[src/hw/rtl/audio_dsp_accumulator_alu_macros.svh]
// ----------------------------------------------------------------------------
// Assertion macros for the accumulator ALU
// Concurrent assertion wrappers; empty when SYNTH is defined.
// ----------------------------------------------------------------------------
`ifndef AUDIO_DSP_ACCUMULATOR_ALU_MACROS_SVH
`define AUDIO_DSP_ACCUMULATOR_ALU_MACROS_SVH
`ifndef SYNTH
`define ADACC_ASSERT(name, clk, rstn, prop, msg) \
  name: assert property (@(posedge clk) disable iff (!rstn) prop) else $error(msg);
`define ADACC_ASSERT_ALWAYS(name, clk, prop, msg) \
  name: assert property (@(posedge clk) prop) else $error(msg);
`else
`define ADACC_ASSERT(name, clk, rstn, prop, msg)
`define ADACC_ASSERT_ALWAYS(name, clk, prop, msg)
`endif
`endif

[src/hw/rtl/adacc_pkg.sv]
// ----------------------------------------------------------------------------
// Accumulator ALU package
// Field widths, instruction codes, decoded operations and request types.
// ----------------------------------------------------------------------------
package adacc_pkg;

  localparam int unsigned ACC_W     = 24;
  localparam int unsigned COEF_W    = 16;
  localparam int unsigned IDX_W     = 6;
  localparam int unsigned ACT_W     = 4;
  localparam int unsigned COEF_FRAC = COEF_W - 2;
  localparam int unsigned ACC_FRAC  = ACC_W - 1;

  // shared multiplier and adder widths
  localparam int unsigned MA_W   = ACC_W + 1;
  localparam int unsigned MB_W   = ACC_W;
  localparam int unsigned PROD_W = MA_W + MB_W;
  localparam int unsigned SH_W   = ACC_W + 4;
  localparam int unsigned SUM_W  = SH_W + 1;

  localparam int unsigned QUEUE_DEPTH = 2;

  localparam logic [ACT_W-1:0] ACT_RDAX = 4'd0;
  localparam logic [ACT_W-1:0] ACT_RDFX = 4'd1;
  localparam logic [ACT_W-1:0] ACT_LDAX = 4'd2;
  localparam logic [ACT_W-1:0] ACT_MULX = 4'd3;
  localparam logic [ACT_W-1:0] ACT_MAXX = 4'd4;
  localparam logic [ACT_W-1:0] ACT_WRAX = 4'd5;
  localparam logic [ACT_W-1:0] ACT_WRLX = 4'd6;
  localparam logic [ACT_W-1:0] ACT_WRHX = 4'd7;
  localparam logic [ACT_W-1:0] ACT_SOF  = 4'd8;
  localparam logic [ACT_W-1:0] ACT_ABSA = 4'd9;
  localparam logic [ACT_W-1:0] ACT_AND  = 4'd10;
  localparam logic [ACT_W-1:0] ACT_OR   = 4'd11;
  localparam logic [ACT_W-1:0] ACT_XOR  = 4'd12;
  localparam logic [ACT_W-1:0] ACT_HOST = 4'd13;

  typedef enum logic [3:0] {
    OP_RDAX = 4'd0,
    OP_RDFX = 4'd1,
    OP_LDAX = 4'd2,
    OP_MULX = 4'd3,
    OP_MAXX = 4'd4,
    OP_WRAX = 4'd5,
    OP_WRLX = 4'd6,
    OP_WRHX = 4'd7,
    OP_SOF  = 4'd8,
    OP_ABSA = 4'd9,
    OP_AND  = 4'd10,
    OP_OR   = 4'd11,
    OP_XOR  = 4'd12,
    OP_HOST = 4'd13,
    OP_NOP  = 4'd14
  } op_e;

  typedef struct packed {
    logic [ACT_W-1:0]         action;
    logic [IDX_W-1:0]         reg_index;
    logic signed [COEF_W-1:0] coefficient;
    logic signed [ACC_W-1:0]  offset;
    logic [ACC_W-1:0]         bit_mask;
    logic signed [ACC_W-1:0]  load_value;
  } in_req_t;

  typedef struct packed {
    logic signed [ACC_W-1:0] acc_out;
    logic signed [ACC_W-1:0] reg_value;
    logic                    zero_cross;
    logic                    is_zero;
    logic                    non_negative;
    logic                    is_negative;
  } out_rsp_t;

  // decoded request as it travels through the queue
  typedef struct packed {
    op_e                      op;
    logic [IDX_W-1:0]         idx;
    logic                     idx_ok;
    logic                     reg_wr;
    logic                     acc_wr;
    logic signed [COEF_W-1:0] coef;
    logic [ACC_W-1:0]         operand;
  } uop_t;

endpackage

[src/hw/rtl/adacc_front.sv]
// ----------------------------------------------------------------------------
// Accumulator ALU front end
// Decodes each request into an operation, index check and single operand.
// ----------------------------------------------------------------------------
module adacc_front #(
  parameter int unsigned REGISTER_COUNT = 64
) (
  input  logic               in_valid_i,
  output logic               in_ready_o,
  input  adacc_pkg::in_req_t in_req_i,
  output logic               q_valid_o,
  input  logic               q_ready_i,
  output adacc_pkg::uop_t    q_uop_o
);

  adacc_pkg::uop_t uop;

  always_comb begin
    uop        = '0;
    uop.idx    = in_req_i.reg_index;
    uop.coef   = in_req_i.coefficient;
    uop.idx_ok = 32'(in_req_i.reg_index) < 32'(REGISTER_COUNT);
    uop.acc_wr = in_req_i.action <= adacc_pkg::ACT_XOR;
    uop.reg_wr = uop.idx_ok && (in_req_i.action inside {adacc_pkg::ACT_WRAX,
        adacc_pkg::ACT_WRLX, adacc_pkg::ACT_WRHX, adacc_pkg::ACT_HOST});

    case (in_req_i.action)
      adacc_pkg::ACT_RDAX: uop.op = adacc_pkg::OP_RDAX;
      adacc_pkg::ACT_RDFX: uop.op = adacc_pkg::OP_RDFX;
      adacc_pkg::ACT_LDAX: uop.op = adacc_pkg::OP_LDAX;
      adacc_pkg::ACT_MULX: uop.op = adacc_pkg::OP_MULX;
      adacc_pkg::ACT_MAXX: uop.op = adacc_pkg::OP_MAXX;
      adacc_pkg::ACT_WRAX: uop.op = adacc_pkg::OP_WRAX;
      adacc_pkg::ACT_WRLX: uop.op = adacc_pkg::OP_WRLX;
      adacc_pkg::ACT_WRHX: uop.op = adacc_pkg::OP_WRHX;
      adacc_pkg::ACT_SOF:  uop.op = adacc_pkg::OP_SOF;
      adacc_pkg::ACT_ABSA: uop.op = adacc_pkg::OP_ABSA;
      adacc_pkg::ACT_AND:  uop.op = adacc_pkg::OP_AND;
      adacc_pkg::ACT_OR:   uop.op = adacc_pkg::OP_OR;
      adacc_pkg::ACT_XOR:  uop.op = adacc_pkg::OP_XOR;
      adacc_pkg::ACT_HOST: uop.op = adacc_pkg::OP_HOST;
      default:             uop.op = adacc_pkg::OP_NOP;
    endcase

    // fold the three wide constants into one operand slot
    if (in_req_i.action == adacc_pkg::ACT_SOF) begin
      uop.operand = in_req_i.offset;
    end else if (in_req_i.action inside {adacc_pkg::ACT_AND, adacc_pkg::ACT_OR,
        adacc_pkg::ACT_XOR}) begin
      uop.operand = in_req_i.bit_mask;
    end else if (in_req_i.action == adacc_pkg::ACT_HOST) begin
      uop.operand = in_req_i.load_value;
    end else begin
      uop.operand = '0;
    end
  end

  assign q_valid_o  = in_valid_i;
  assign in_ready_o = q_ready_i;
  assign q_uop_o    = uop;

endmodule

[src/hw/rtl/adacc_fifo.sv]
// ----------------------------------------------------------------------------
// Accumulator ALU request queue
// Short FIFO of decoded requests between the front and back ends.
// ----------------------------------------------------------------------------
module adacc_fifo (
  input  logic            clk_i,
  input  logic            rst_ni,
  input  logic            push_valid_i,
  output logic            push_ready_o,
  input  adacc_pkg::uop_t push_data_i,
  output logic            pop_valid_o,
  input  logic            pop_ready_i,
  output adacc_pkg::uop_t pop_data_o
);

  localparam int unsigned Depth = adacc_pkg::QUEUE_DEPTH;
  localparam int unsigned PtrW  = (Depth > 1) ? $clog2(Depth) : 1;
  localparam int unsigned CntW  = $clog2(Depth + 1);

  adacc_pkg::uop_t   slots_q [Depth];
  logic [PtrW-1:0]   wr_ptr_q, wr_ptr_d, rd_ptr_q, rd_ptr_d;
  logic [CntW-1:0]   count_q, count_d;
  logic              push, pop;

  assign push_ready_o = count_q != CntW'(Depth);
  assign pop_valid_o  = count_q != '0;
  assign pop_data_o   = slots_q[rd_ptr_q];
  assign push         = push_valid_i && push_ready_o;
  assign pop          = pop_valid_o && pop_ready_i;

  always_comb begin
    wr_ptr_d = wr_ptr_q;
    rd_ptr_d = rd_ptr_q;
    count_d  = count_q;
    if (push) begin
      wr_ptr_d = (wr_ptr_q == PtrW'(Depth - 1)) ? '0 : wr_ptr_q + PtrW'(1);
    end
    if (pop) begin
      rd_ptr_d = (rd_ptr_q == PtrW'(Depth - 1)) ? '0 : rd_ptr_q + PtrW'(1);
    end
    if (push && !pop) begin
      count_d = count_q + CntW'(1);
    end else if (pop && !push) begin
      count_d = count_q - CntW'(1);
    end
  end

  always_ff @(posedge clk_i or negedge rst_ni) begin
    if (!rst_ni) begin
      wr_ptr_q <= '0;
      rd_ptr_q <= '0;
      count_q  <= '0;
    end else begin
      wr_ptr_q <= wr_ptr_d;
      rd_ptr_q <= rd_ptr_d;
      count_q  <= count_d;
    end
  end

  always_ff @(posedge clk_i) begin
    if (push) begin
      slots_q[wr_ptr_q] <= push_data_i;
    end
  end

endmodule

[src/hw/rtl/adacc_back.sv]
// ----------------------------------------------------------------------------
// Accumulator ALU back end
// Register file read stage, combinational execute and output register.
// ----------------------------------------------------------------------------
`include "audio_dsp_accumulator_alu_macros.svh"

module adacc_back #(
  parameter int unsigned REGISTER_COUNT = 64
) (
  input  logic                clk_i,
  input  logic                rst_ni,
  input  logic                uop_valid_i,
  output logic                uop_ready_o,
  input  adacc_pkg::uop_t     uop_i,
  output logic                out_valid_o,
  input  logic                out_ready_i,
  output adacc_pkg::out_rsp_t out_rsp_o
);

  localparam int unsigned AccW  = adacc_pkg::ACC_W;
  localparam int unsigned MaW   = adacc_pkg::MA_W;
  localparam int unsigned MbW   = adacc_pkg::MB_W;
  localparam int unsigned ProdW = adacc_pkg::PROD_W;
  localparam int unsigned ShW   = adacc_pkg::SH_W;
  localparam int unsigned SumW  = adacc_pkg::SUM_W;
  localparam int unsigned MemAw = $clog2(REGISTER_COUNT);

  function automatic logic signed [AccW-1:0] sat_acc(input logic signed [SumW-1:0] x);
    logic [SumW-AccW:0] top;
    top = x[SumW-1:AccW-1];
    if (top == '0 || top == '1) begin
      return x[AccW-1:0];
    end else if (x[SumW-1]) begin
      return {1'b1, {(AccW-1){1'b0}}};
    end else begin
      return {1'b0, {(AccW-1){1'b1}}};
    end
  endfunction

  // register file and valid bits
  logic [AccW-1:0]           mem_q [REGISTER_COUNT];
  logic [REGISTER_COUNT-1:0] vld_q;

  // read stage
  logic                      r_valid_q;
  adacc_pkg::uop_t           r_uop_q;
  logic [AccW-1:0]           rdata_q;
  logic                      rvld_q;
  logic                      byp_q;
  logic [AccW-1:0]           byp_data_q;

  // architectural state and output register
  logic signed [AccW-1:0]    acc_q, acc_d, prev_q, prev_d;
  logic                      out_valid_q;
  adacc_pkg::out_rsp_t       out_rsp_q, rsp_d;

  logic                      ex_fire, r_load, wr_en;
  logic [MemAw-1:0]          waddr, raddr;
  logic [AccW-1:0]           wdata;
  logic signed [AccW-1:0]    r_val, acc_nxt, abs_a, abs_t;
  logic signed [MaW-1:0]     mul_a;
  logic signed [MbW-1:0]     mul_b;
  logic signed [ProdW-1:0]   prod;
  logic signed [ShW-1:0]     prod_sh;
  logic signed [SumW-1:0]    addend, sum, a_ext, t_ext;

  assign ex_fire     = r_valid_q && (!out_valid_q || out_ready_i);
  assign uop_ready_o = !r_valid_q || ex_fire;
  assign r_load      = uop_valid_i && uop_ready_o;

  assign raddr = uop_i.idx[MemAw-1:0];
  assign waddr = r_uop_q.idx[MemAw-1:0];
  assign wr_en = ex_fire && r_uop_q.reg_wr;
  assign wdata = (r_uop_q.op == adacc_pkg::OP_HOST) ? r_uop_q.operand : acc_q;

  always_ff @(posedge clk_i) begin
    if (wr_en) begin
      mem_q[waddr] <= wdata;
    end
    if (r_load) begin
      rdata_q    <= mem_q[raddr];
      byp_data_q <= wdata;
      r_uop_q    <= uop_i;
    end
  end

  always_ff @(posedge clk_i or negedge rst_ni) begin
    if (!rst_ni) begin
      vld_q     <= '0;
      r_valid_q <= 1'b0;
      rvld_q    <= 1'b0;
      byp_q     <= 1'b0;
    end else begin
      if (wr_en) begin
        vld_q[waddr] <= 1'b1;
      end
      if (r_load) begin
        r_valid_q <= 1'b1;
        rvld_q    <= uop_i.idx_ok && vld_q[raddr];
        byp_q     <= wr_en && (waddr == raddr);
      end else if (ex_fire) begin
        r_valid_q <= 1'b0;
      end
    end
  end

  // register operand: forwarded write, stored value, or zero
  always_comb begin
    if (!r_uop_q.idx_ok) begin
      r_val = '0;
    end else if (byp_q) begin
      r_val = byp_data_q;
    end else if (rvld_q) begin
      r_val = rdata_q;
    end else begin
      r_val = '0;
    end
  end

  always_comb begin
    case (r_uop_q.op)
      adacc_pkg::OP_RDAX, adacc_pkg::OP_MAXX: mul_a = MaW'(r_val);
      adacc_pkg::OP_RDFX: mul_a = MaW'(acc_q) - MaW'(r_val);
      adacc_pkg::OP_WRLX: mul_a = MaW'(prev_q) - MaW'(acc_q);
      default:            mul_a = MaW'(acc_q);
    endcase

    mul_b = (r_uop_q.op == adacc_pkg::OP_MULX) ? MbW'(r_val) : MbW'(r_uop_q.coef);
    prod  = ProdW'(mul_a) * ProdW'(mul_b);

    if (r_uop_q.op == adacc_pkg::OP_MULX) begin
      prod_sh = ShW'(prod >>> adacc_pkg::ACC_FRAC);
    end else begin
      prod_sh = ShW'(prod >>> adacc_pkg::COEF_FRAC);
    end

    case (r_uop_q.op)
      adacc_pkg::OP_RDAX: addend = SumW'(acc_q);
      adacc_pkg::OP_RDFX: addend = SumW'(r_val);
      adacc_pkg::OP_WRLX, adacc_pkg::OP_WRHX: addend = SumW'(prev_q);
      adacc_pkg::OP_SOF:  addend = SumW'(signed'(r_uop_q.operand));
      default:            addend = '0;
    endcase

    sum   = SumW'(prod_sh) + addend;
    a_ext = SumW'(acc_q);
    t_ext = SumW'(prod_sh);
    abs_a = sat_acc(a_ext[SumW-1] ? -a_ext : a_ext);
    abs_t = sat_acc(t_ext[SumW-1] ? -t_ext : t_ext);

    case (r_uop_q.op)
      adacc_pkg::OP_RDAX, adacc_pkg::OP_RDFX, adacc_pkg::OP_MULX, adacc_pkg::OP_WRAX,
      adacc_pkg::OP_WRLX, adacc_pkg::OP_WRHX, adacc_pkg::OP_SOF: acc_nxt = sat_acc(sum);
      adacc_pkg::OP_LDAX: acc_nxt = r_val;
      adacc_pkg::OP_MAXX: acc_nxt = (abs_t > abs_a) ? abs_t : abs_a;
      adacc_pkg::OP_ABSA: acc_nxt = abs_a;
      adacc_pkg::OP_AND:  acc_nxt = acc_q & r_uop_q.operand;
      adacc_pkg::OP_OR:   acc_nxt = acc_q | r_uop_q.operand;
      adacc_pkg::OP_XOR:  acc_nxt = acc_q ^ r_uop_q.operand;
      default:            acc_nxt = acc_q;
    endcase

    acc_d  = r_uop_q.acc_wr ? acc_nxt : acc_q;
    prev_d = r_uop_q.acc_wr ? acc_q : prev_q;

    rsp_d.acc_out      = acc_d;
    rsp_d.reg_value    = r_uop_q.reg_wr ? wdata : r_val;
    rsp_d.zero_cross   = prev_d[AccW-1] ^ acc_d[AccW-1];
    rsp_d.is_zero      = acc_d == '0;
    rsp_d.non_negative = !acc_d[AccW-1];
    rsp_d.is_negative  = acc_d[AccW-1];
  end

  always_ff @(posedge clk_i or negedge rst_ni) begin
    if (!rst_ni) begin
      acc_q       <= '0;
      prev_q      <= '0;
      out_valid_q <= 1'b0;
    end else begin
      if (ex_fire) begin
        acc_q       <= acc_d;
        prev_q      <= prev_d;
        out_valid_q <= 1'b1;
      end else if (out_ready_i) begin
        out_valid_q <= 1'b0;
      end
    end
  end

  always_ff @(posedge clk_i) begin
    if (ex_fire) begin
      out_rsp_q <= rsp_d;
    end
  end

  assign out_valid_o = out_valid_q;
  assign out_rsp_o   = out_rsp_q;

  `ADACC_ASSERT(a_prev_follows, clk_i, rst_ni, ex_fire && r_uop_q.acc_wr |=> prev_q == $past(acc_q), "previous accumulator not taken from old accumulator")
  `ADACC_ASSERT(a_acc_hold, clk_i, rst_ni, !(ex_fire && r_uop_q.acc_wr) |=> $stable(acc_q) && $stable(prev_q), "accumulator changed without an instruction")
  `ADACC_ASSERT(a_stall_hold, clk_i, rst_ni, r_valid_q && out_valid_q && !out_ready_i |=> r_valid_q && $stable(acc_q), "read stage lost or executed while output stalled")
  `ADACC_ASSERT(a_out_flags, clk_i, rst_ni, !out_valid_q || (out_rsp_q.is_negative != out_rsp_q.non_negative), "sign flags inconsistent")

endmodule

[src/hw/rtl/audio_dsp_accumulator_alu.sv]
// Flow: an accepted request is queued, then loaded into the register-file read stage
// and executed into the output register, which offers its result; a stalled output
// holds the read stage. Throughput: one request per cycle while the output is not
// stalled, set by the accumulator update (one shared multiplier and adder) fed by a
// one-port registered register-file read.
// Reset: asynchronous, active low; clears accumulator, previous accumulator, queue,
// stage valids and the register valid bits, so every register reads zero at once.
// ----------------------------------------------------------------------------
// Audio DSP accumulator ALU
// Front end decodes requests, a short queue decouples it from the back end,
// which reads the register file, executes against the accumulator and holds
// the result in an output register.
// ----------------------------------------------------------------------------
module audio_dsp_accumulator_alu #(
  parameter int unsigned REGISTER_COUNT = 64
) (
  input  logic                clk_i,
  input  logic                rst_ni,
  input  logic                in_valid_i,
  output logic                in_ready_o,
  input  adacc_pkg::in_req_t  in_req_i,
  output logic                out_valid_o,
  input  logic                out_ready_i,
  output adacc_pkg::out_rsp_t out_rsp_o
);

  // decoded request into the queue
  logic            fe_valid, fe_ready;
  adacc_pkg::uop_t fe_uop;

  // queue head towards the back end
  logic            q_valid, q_ready;
  adacc_pkg::uop_t q_uop;

  // Front end: classify the request, fold its constants into one operand and
  // check the register index against the file depth.
  adacc_front #(
    .REGISTER_COUNT(REGISTER_COUNT)
  ) u_front (
    .in_valid_i (in_valid_i),
    .in_ready_o (in_ready_o),
    .in_req_i   (in_req_i),
    .q_valid_o  (fe_valid),
    .q_ready_i  (fe_ready),
    .q_uop_o    (fe_uop)
  );

  // Queue: hold decoded requests while the back end waits on the output side;
  // ready towards the input comes from its fill count only.
  adacc_fifo u_fifo (
    .clk_i        (clk_i),
    .rst_ni       (rst_ni),
    .push_valid_i (fe_valid),
    .push_ready_o (fe_ready),
    .push_data_i  (fe_uop),
    .pop_valid_o  (q_valid),
    .pop_ready_i  (q_ready),
    .pop_data_o   (q_uop)
  );

  // Back end: read the register file, forward a write to the same entry made
  // on the same edge, advance the accumulator and register the result.
  adacc_back #(
    .REGISTER_COUNT(REGISTER_COUNT)
  ) u_back (
    .clk_i       (clk_i),
    .rst_ni      (rst_ni),
    .uop_valid_i (q_valid),
    .uop_ready_o (q_ready),
    .uop_i       (q_uop),
    .out_valid_o (out_valid_o),
    .out_ready_i (out_ready_i),
    .out_rsp_o   (out_rsp_o)
  );

endmodule
[config.mk]
export PLATFORM = sky130hd
export DESIGN_NAME = audio_dsp_accumulator_alu
export DESIGN_NICKNAME = d
export VERILOG_FILES = /design/src/hw/rtl/adacc_pkg.sv /design/src/hw/rtl/adacc_front.sv /design/src/hw/rtl/adacc_fifo.sv /design/src/hw/rtl/adacc_back.sv /design/src/hw/rtl/audio_dsp_accumulator_alu.sv
export VERILOG_INCLUDE_DIRS = /design/src /design/src/hw/rtl
export SDC_FILE = /design/constraint.sdc
export NUM_CORES = 2
export LEC_CHECK = 0
export ABC_AREA = 1
export BUFFER_PORTS_ARGS = -buffer_cell sky130_fd_sc_hd__buf_4
export CAP_MARGIN = 20
export CELL_PAD_IN_SITES_DETAIL_PLACEMENT = 0
export CELL_PAD_IN_SITES_GLOBAL_PLACEMENT = 2
export CORE_MARGIN = 2
export CORE_UTILIZATION = 40
export CTS_BUF_LIST = sky130_fd_sc_hd__clkbuf_2 sky130_fd_sc_hd__clkbuf_4 sky130_fd_sc_hd__clkbuf_8
export DETAILED_ROUTE_END_ITERATION = 6
export PLACE_DENSITY_LB_ADDON = 0.1
export SYNTH_ARGS = -nofsm -noshare
export SYNTH_HDL_FRONTEND = slang
export SYNTH_HIERARCHICAL = 1
export SYNTH_SLANG_ARGS = --single-unit
export TNS_END_PERCENT = 50
[constraint.sdc]
create_clock -name clk_i -period 15.44 [get_ports clk_i]
set_input_delay 3.86 -clock clk_i [delete_from_list [all_inputs] [get_ports clk_i]]
set_output_delay 3.86 -clock clk_i [all_outputs]
set_load 0.05 [all_outputs]
Word level (Yosys, flattened, before mapping)

Memories as Yosys holds them, arrays and structs flattened. A register that Yosys moved wholly into a read port is not among the register bits.
Cells that the tools add are included.

Add/sub/neg operators: 9
Multipliers: 1
$lt $le $gt $ge: 5
Equal/unequal tests: 26
Mux-type cells: 40
Bitwise logic cells: 5
Reduce and logical (&&, ||, !) cells: 34

Operators by type and width:

| kind                                                                         | number |
|---|---|
| 24-bit two-way mux                                                           | 18 |
| 24-bit one-hot mux with 7 select lines                                       | 1 |
| 29-bit one-hot mux with 4 select lines                                       | 1 |
| 25-bit one-hot mux with 3 select lines                                       | 1 |
| 64-bit OR                                                                    | 1 |
| 29-bit two-way mux                                                           | 2 |
| 24-bit by 24-bit subtractor with 25-bit output                               | 2 |
| 25-bit by 24-bit multiplier with 49-bit output                               | 1 |
| 4-bit equality test, second input constant                                   | 11 |
| 28-bit by 29-bit adder with 29-bit output                                    | 1 |
| 24-bit negation with 29-bit output                                           | 1 |
| 28-bit negation with 29-bit output                                           | 1 |
| 4-bit by 3-bit equality test with 1-bit output, second input constant        | 7 |
| 28-bit two-way mux                                                           | 1 |
| 24-bit bitwise AND                                                           | 1 |
| 24-bit > comparator                                                          | 1 |
| 24-bit zero test                                                             | 1 |
| 24-bit OR                                                                    | 1 |
| 24-bit bitwise XOR                                                           | 1 |
| 6-bit equality test, second input constant                                   | 3 |
| 6-bit zero test                                                              | 3 |
| 6-bit by 7-bit less-than comparator with 1-bit output, second input constant | 2 |
| 1-bit two-way mux                                                            | 12 |
| 4-bit by 2-bit equality test with 1-bit output, second input constant        | 2 |
| other kinds (23)                                                             | 44 |

Register bits: 249
RAM bits: 1640
Memory bits (read-only): 64
Output and inout bits: 54
Memories kept: 3

Memories:

| name            | words | width | rd ports | clocked after Yosys merged registers in | write ports | line              | text |
|---|---|---|---|---|---|---|---|
| u_back.mem_q    | 64    | 24    | 1        | 1                                       | 1           | adacc_back.sv:41  | `logic [AccW-1:0] mem_q [REGISTER_COUNT];` |
| u_fifo.slots_q  | 2     | 52    | 1        | 0                                       | 1           | adacc_fifo.sv:20  | `adacc_pkg::uop_t slots_q [Depth];` |
| (no name shown) | 16    | 4     | 1        | 0                                       | 0           | adacc_front.sv:27 | `case (in_req_i.action)` |

Longest topological paths before layout

Depth after elaboration: 17
Mapped depth: 99
Gate-level depth less buffers: 95

Cells and area by module

The synthesis kept the hierarchy.

Modules (own cells, without submodules):

| module      | instances | cells each | area each (µm²) | seq. area each (µm²) |
|---|---|---|---|---|
| adacc_back  | 1         | 9786       | 101838.9        | 53591.4 |
| adacc_fifo  | 1         | 305        | 4110.2          | 3283.1 |
| adacc_front | 1         | 149        | 874.6           | 0.0 |

Least setup slack after synthesis

Ideal clock, no wire load.

Path type: register to register
From: register u_back.byp_q
To: register u_back.out_rsp_q (netlist bit u_back/out_rsp_o[2]) (data pin)
Setup time: 0.138 ns
Arrival time: 14.138 ns
Setup slack: 1.164 ns
Cell stages (with the launch flop): 96
Buffers on the path: 10
Path through: dfrtp_1 > buf_4 > clkbuf_1 > buf_1 > a21oi_1 > nor3_1 > inv_1 > ha_1 > inv_1 > o31ai_1 > inv_1 > nor2_1 > nand2_1 > nand2_1 > inv_1 > o21ai_0 > nand3_1 > nand2_1 > [... 60 more ...] > nor4_1 > inv_1 > nor4_1 > a221oi_1 > xor2_1 > nand2_1 > inv_1 > buf_1 > nand4_1 > nand2_1 > nand3_1 > nand2_1 > nand2_1 > inv_1 > nand2_1 > nor2_1 > nand2_1 > nor2_1

RTL lines:

| what                   | line              | text |
|---|---|---|
| start, declared        | adacc_back.sv:49  | `logic byp_q;` |
| start signal, assigned | adacc_back.sv:100 | `byp_q <= wr_en && (waddr == raddr);` |
| end signal, assigned   | adacc_back.sv:192 | `out_rsp_q <= rsp_d;` |
| end, declared          | adacc_back.sv:55  | `adacc_pkg::out_rsp_t out_rsp_q, rsp_d;` |

==> summary.md <==
| Metric | Value |
|---|---|
| Total length of routed met3 wires | 20,800 um |
| Final-stage net count | 11,632 |
| Initial antenna violation count | 21 |
| WL met1 | 166,000 um |
| DR DRC count | 0 |
| Slew HR | 0.136 |
| Setup crit end kind | register |
| Post-synth EDFFs | 1,794 |
| # rows | 189 |
| First-pass DRT Iterations | 7 |
| Crit path largest cell delay | 0.61 ns |
| Detail Route Antenna Nets | 0 |
| Worst skew pair latency | 0.98 ns |
| Clock Pin Slew Worst Setup and Hold Paths | 0.07 ns |
| Hold Vio Cnt, Final | 0 |
| GPL Wtd Cong | 0.942 |
| Die W | 521 um |
| Root Buffer | clkbuf_8 |
| Synth Flop Type | edfxtp_1 |
| Slew Viols, Final | 0 |
| Startpoint Class | register |
| Pin count of the biggest net entering global routing | 168 |
| Critical Path Fanout Max | 21 |
| Starting Density | 0.403 |
| Initial DRC Count | 7,427 |
| Die Height | 521 um |
| Status | complete, no violations |
| Actual slew at the worst max-slew pin | 1.26 ns |
| Hold WC Path Type | reg -> reg |
| Routed Wire Length | 387,000 um |
| CTS Buffer Depth | 4 |
| Final period util | 0.937 |
| Tmin final | 14.47 ns |
| Reg2Reg Depth | 85 |
| Number of port buffers | 155 |
| Critical R2R Launch | u_back/byp_q |
| Yosys warning total | 6 |
| Synth Instances | 10,240 |
| Total CTS buffers | 333 |
| Mapped Area | 0.107 mm^2 |
| Grt total ovfl | 0 |
| GRT Util Overall | 0.282 |
| Worst r2r dst | u_back/out_rsp_o[2] |
| Via density | 5.47 |
| Top Layer Used | met5 |
| Syn nets | 11,247 |
| Crit path from | u_back/byp_q |
| Detailed Place HPWL | 265,000 um |
| Worst setup path endpoint | u_back/out_rsp_o[2] |
| Worst EP arrival | 15.31 ns |
| CP max-delay cell | fa_1 |
| Via count | 78,939 |
| Async set or reset register ratio after synthesis | 0.0627 |
| CTS tree | done |
| Share of the synthesized area in the top cell type | 0.504 |
| Syn avg cell area | 10.4 um^2 |
| Vias in the first global route | 78,089 |
| Hold WS | 0.461 ns |
| Top cells by area, synth | edfxtp_1 (50%), fa_1 (12%), o21ai_0 (5.9%) |
| Layout area overhead | 13.7% |
| Hold_sp | u_back/vld_q[46] |
| Fin Clk Skew | 0.0791 ns |
| Synth area leader | edfxtp_1 |
| Post-synthesis sequential area ratio | 0.532 |
| WP data required | 16.28 ns |
| FMAX | 69.1 MHz |
| Proportion of layout cells with a drive suffix above 1 | 0.141 |
| Yosys cell types | 68 |
| # H-tree levels | 5 |
| Seq cells post-synth | 1,914 |
| RSZ-0062 raised after global routing | false |
| R2r setup slk | 0.97 ns |
| Die Footprint | 0.271 mm^2 |
| Area of the core | 0.265 mm^2 |
| Global-route wire length before repair | 557,000 um |
| # IOs | 156 |
| Met2 routed WL | 184,000 um |
| Crit path kind | reg -> reg |
| Max Cap Viol | 0 |
| TritonCTS Sinks | 1,914 |
| CP most frequent cell | inv_1 |
| Avg WL per Cell | 26.8 um |
| Final setup fails | 0 |
cells in the mapped netlist, types with 29 or more instances:
cell type,number
o21ai_1,29
nand3_2,30
inv_1,1080
buf_4,39
nor2_1,1538
o21ai_0,1257
edfxtp_1,1794
xor2_1,62
o211ai_1,53
nand2_2,35
dfrtp_1,120
or2_2,70
nand4_1,38
ha_1,283
nand2_1,1362
o22ai_1,424
a21oi_1,267
nor3_1,47
clkbuf_1,491
nand3_1,192
o221ai_1,67
a31oi_1,34
fa_1,622
xnor2_1,35
registers in the layout (all words and copies together) (netlist names), 2 cells and up:
name	flops
u_back/waddr	6
u_fifo/count_q	2
u_back/out_rsp_o	51
u_back/r_uop_q	47
u_back/byp_data_q	24
u_fifo/slots_q	106
u_back/rdata_q	24
u_back/prev_q	24
u_back/vld_q	64
u_back/acc_q	24
u_back/mem_q	1536
worst min path at each step:
stage | endpoint | slack [ns] | depth (start not counted)
6_report | u_back/vld_q[46] | 0.46 | 1
5_1_grt | u_back/vld_q[26] | 0.47 | 1
3_3_place_gp | u_back/vld_q[1] | 0.45 | 1
2_1_floorplan | u_back/vld_q[12] | 0.42 | 2
4_1_cts | u_back/vld_q[46] | 0.46 | 1
3_5_place_dp | u_back/vld_q[53] | 0.45 | 1
per-stage QoR:
stage / utilization / setup TNS, ns / instance area, um^2 / setup WS, ns / cells
global route: 0.458 / 0 / 121000 / 0.00189 / 14417
detailed placement: 0.431 / -0.0478 / 114000 / -0.0478 / 13820
global placement: 0.431 / 0 / 114000 / 0.0694 / 13808
floorplan: - / 0 / 107000 / 1.16 / 10240
CTS: 0.456 / 0 / 121000 / 0.0521 / 14410
finish: 0.458 / 0 / 121000 / 0.969 / 14422
placed cells by master (no fill, tap or decap), types with 117 or more instances in the layout:
master and count:
nand3_1 192, a21oi_1 261, dfrtp_1 117, nor2_1 1460, o21ai_0 1208, o22ai_1 424, edfxtp_1 1794, buf_4 599
fa_1 619, nand2_1 1346, ha_1 272, inv_1 1069, clkbuf_8 361
metal layers:
layer | vias to the layer above | global-route usage
met4 | 4 | 0.111
met3 | 572 | 0.0301
met5 | - | 0
met1 | 40145 | 0.383
li1 | 35636 | -
met2 | 2582 | 0.465
repair_timing:
item / CTS / global route
hold endpoints to repair: 0 / 0
cloned: 0 / 0
endpoints found under the setup margin: 2 / 51
pin swaps: 0 / 7
hold buffers: 0 / 0
setup buffers: 0 / 1
resized for setup: 3 / 100
area by class of cell:
cell class                      count  area [um^2]
Antenna cell                        9         22.5
Clock buffer                      468         5770
Clock inverter                    122          748
Fill cell                       25236       144000
Inverter                         1127         4270
Multi-Input combinational cell   6624        44300
Sequential cell                  1914        56900
Tap cell                         3533         4420
Timing Repair Buffer              625         5020
cell families (layout without fill, tap and decap cells):
kind of cell	count (synthesis)	after routing	synth area share
AOI/OAI and AO/OA	2245	2245	0.118
xor gates and xnor gates	100	100	0.00841
adders and majority gates	905	905	0.150
buffers and inverters	1702	2342	0.0624
DFF	1914	1914	0.532
other	3	12	0.000105
and+or+nand+nor	3371	3371	0.129
worst max-delay path, delay by kind of cell (launching register included):
family	cells	cell delay, ns
adders and majority gates	10	4.58
and+or+nand+nor	36	4.06
AOI/OAI and AO/OA	16	2.89
buffers and inverters	21	2.07
DFF	1	0.44
xor gates and xnor gates	2	0.27
Power is not shown: default switching activity piles up to over one toggle a cycle in this logic, so the estimate is an artifact.
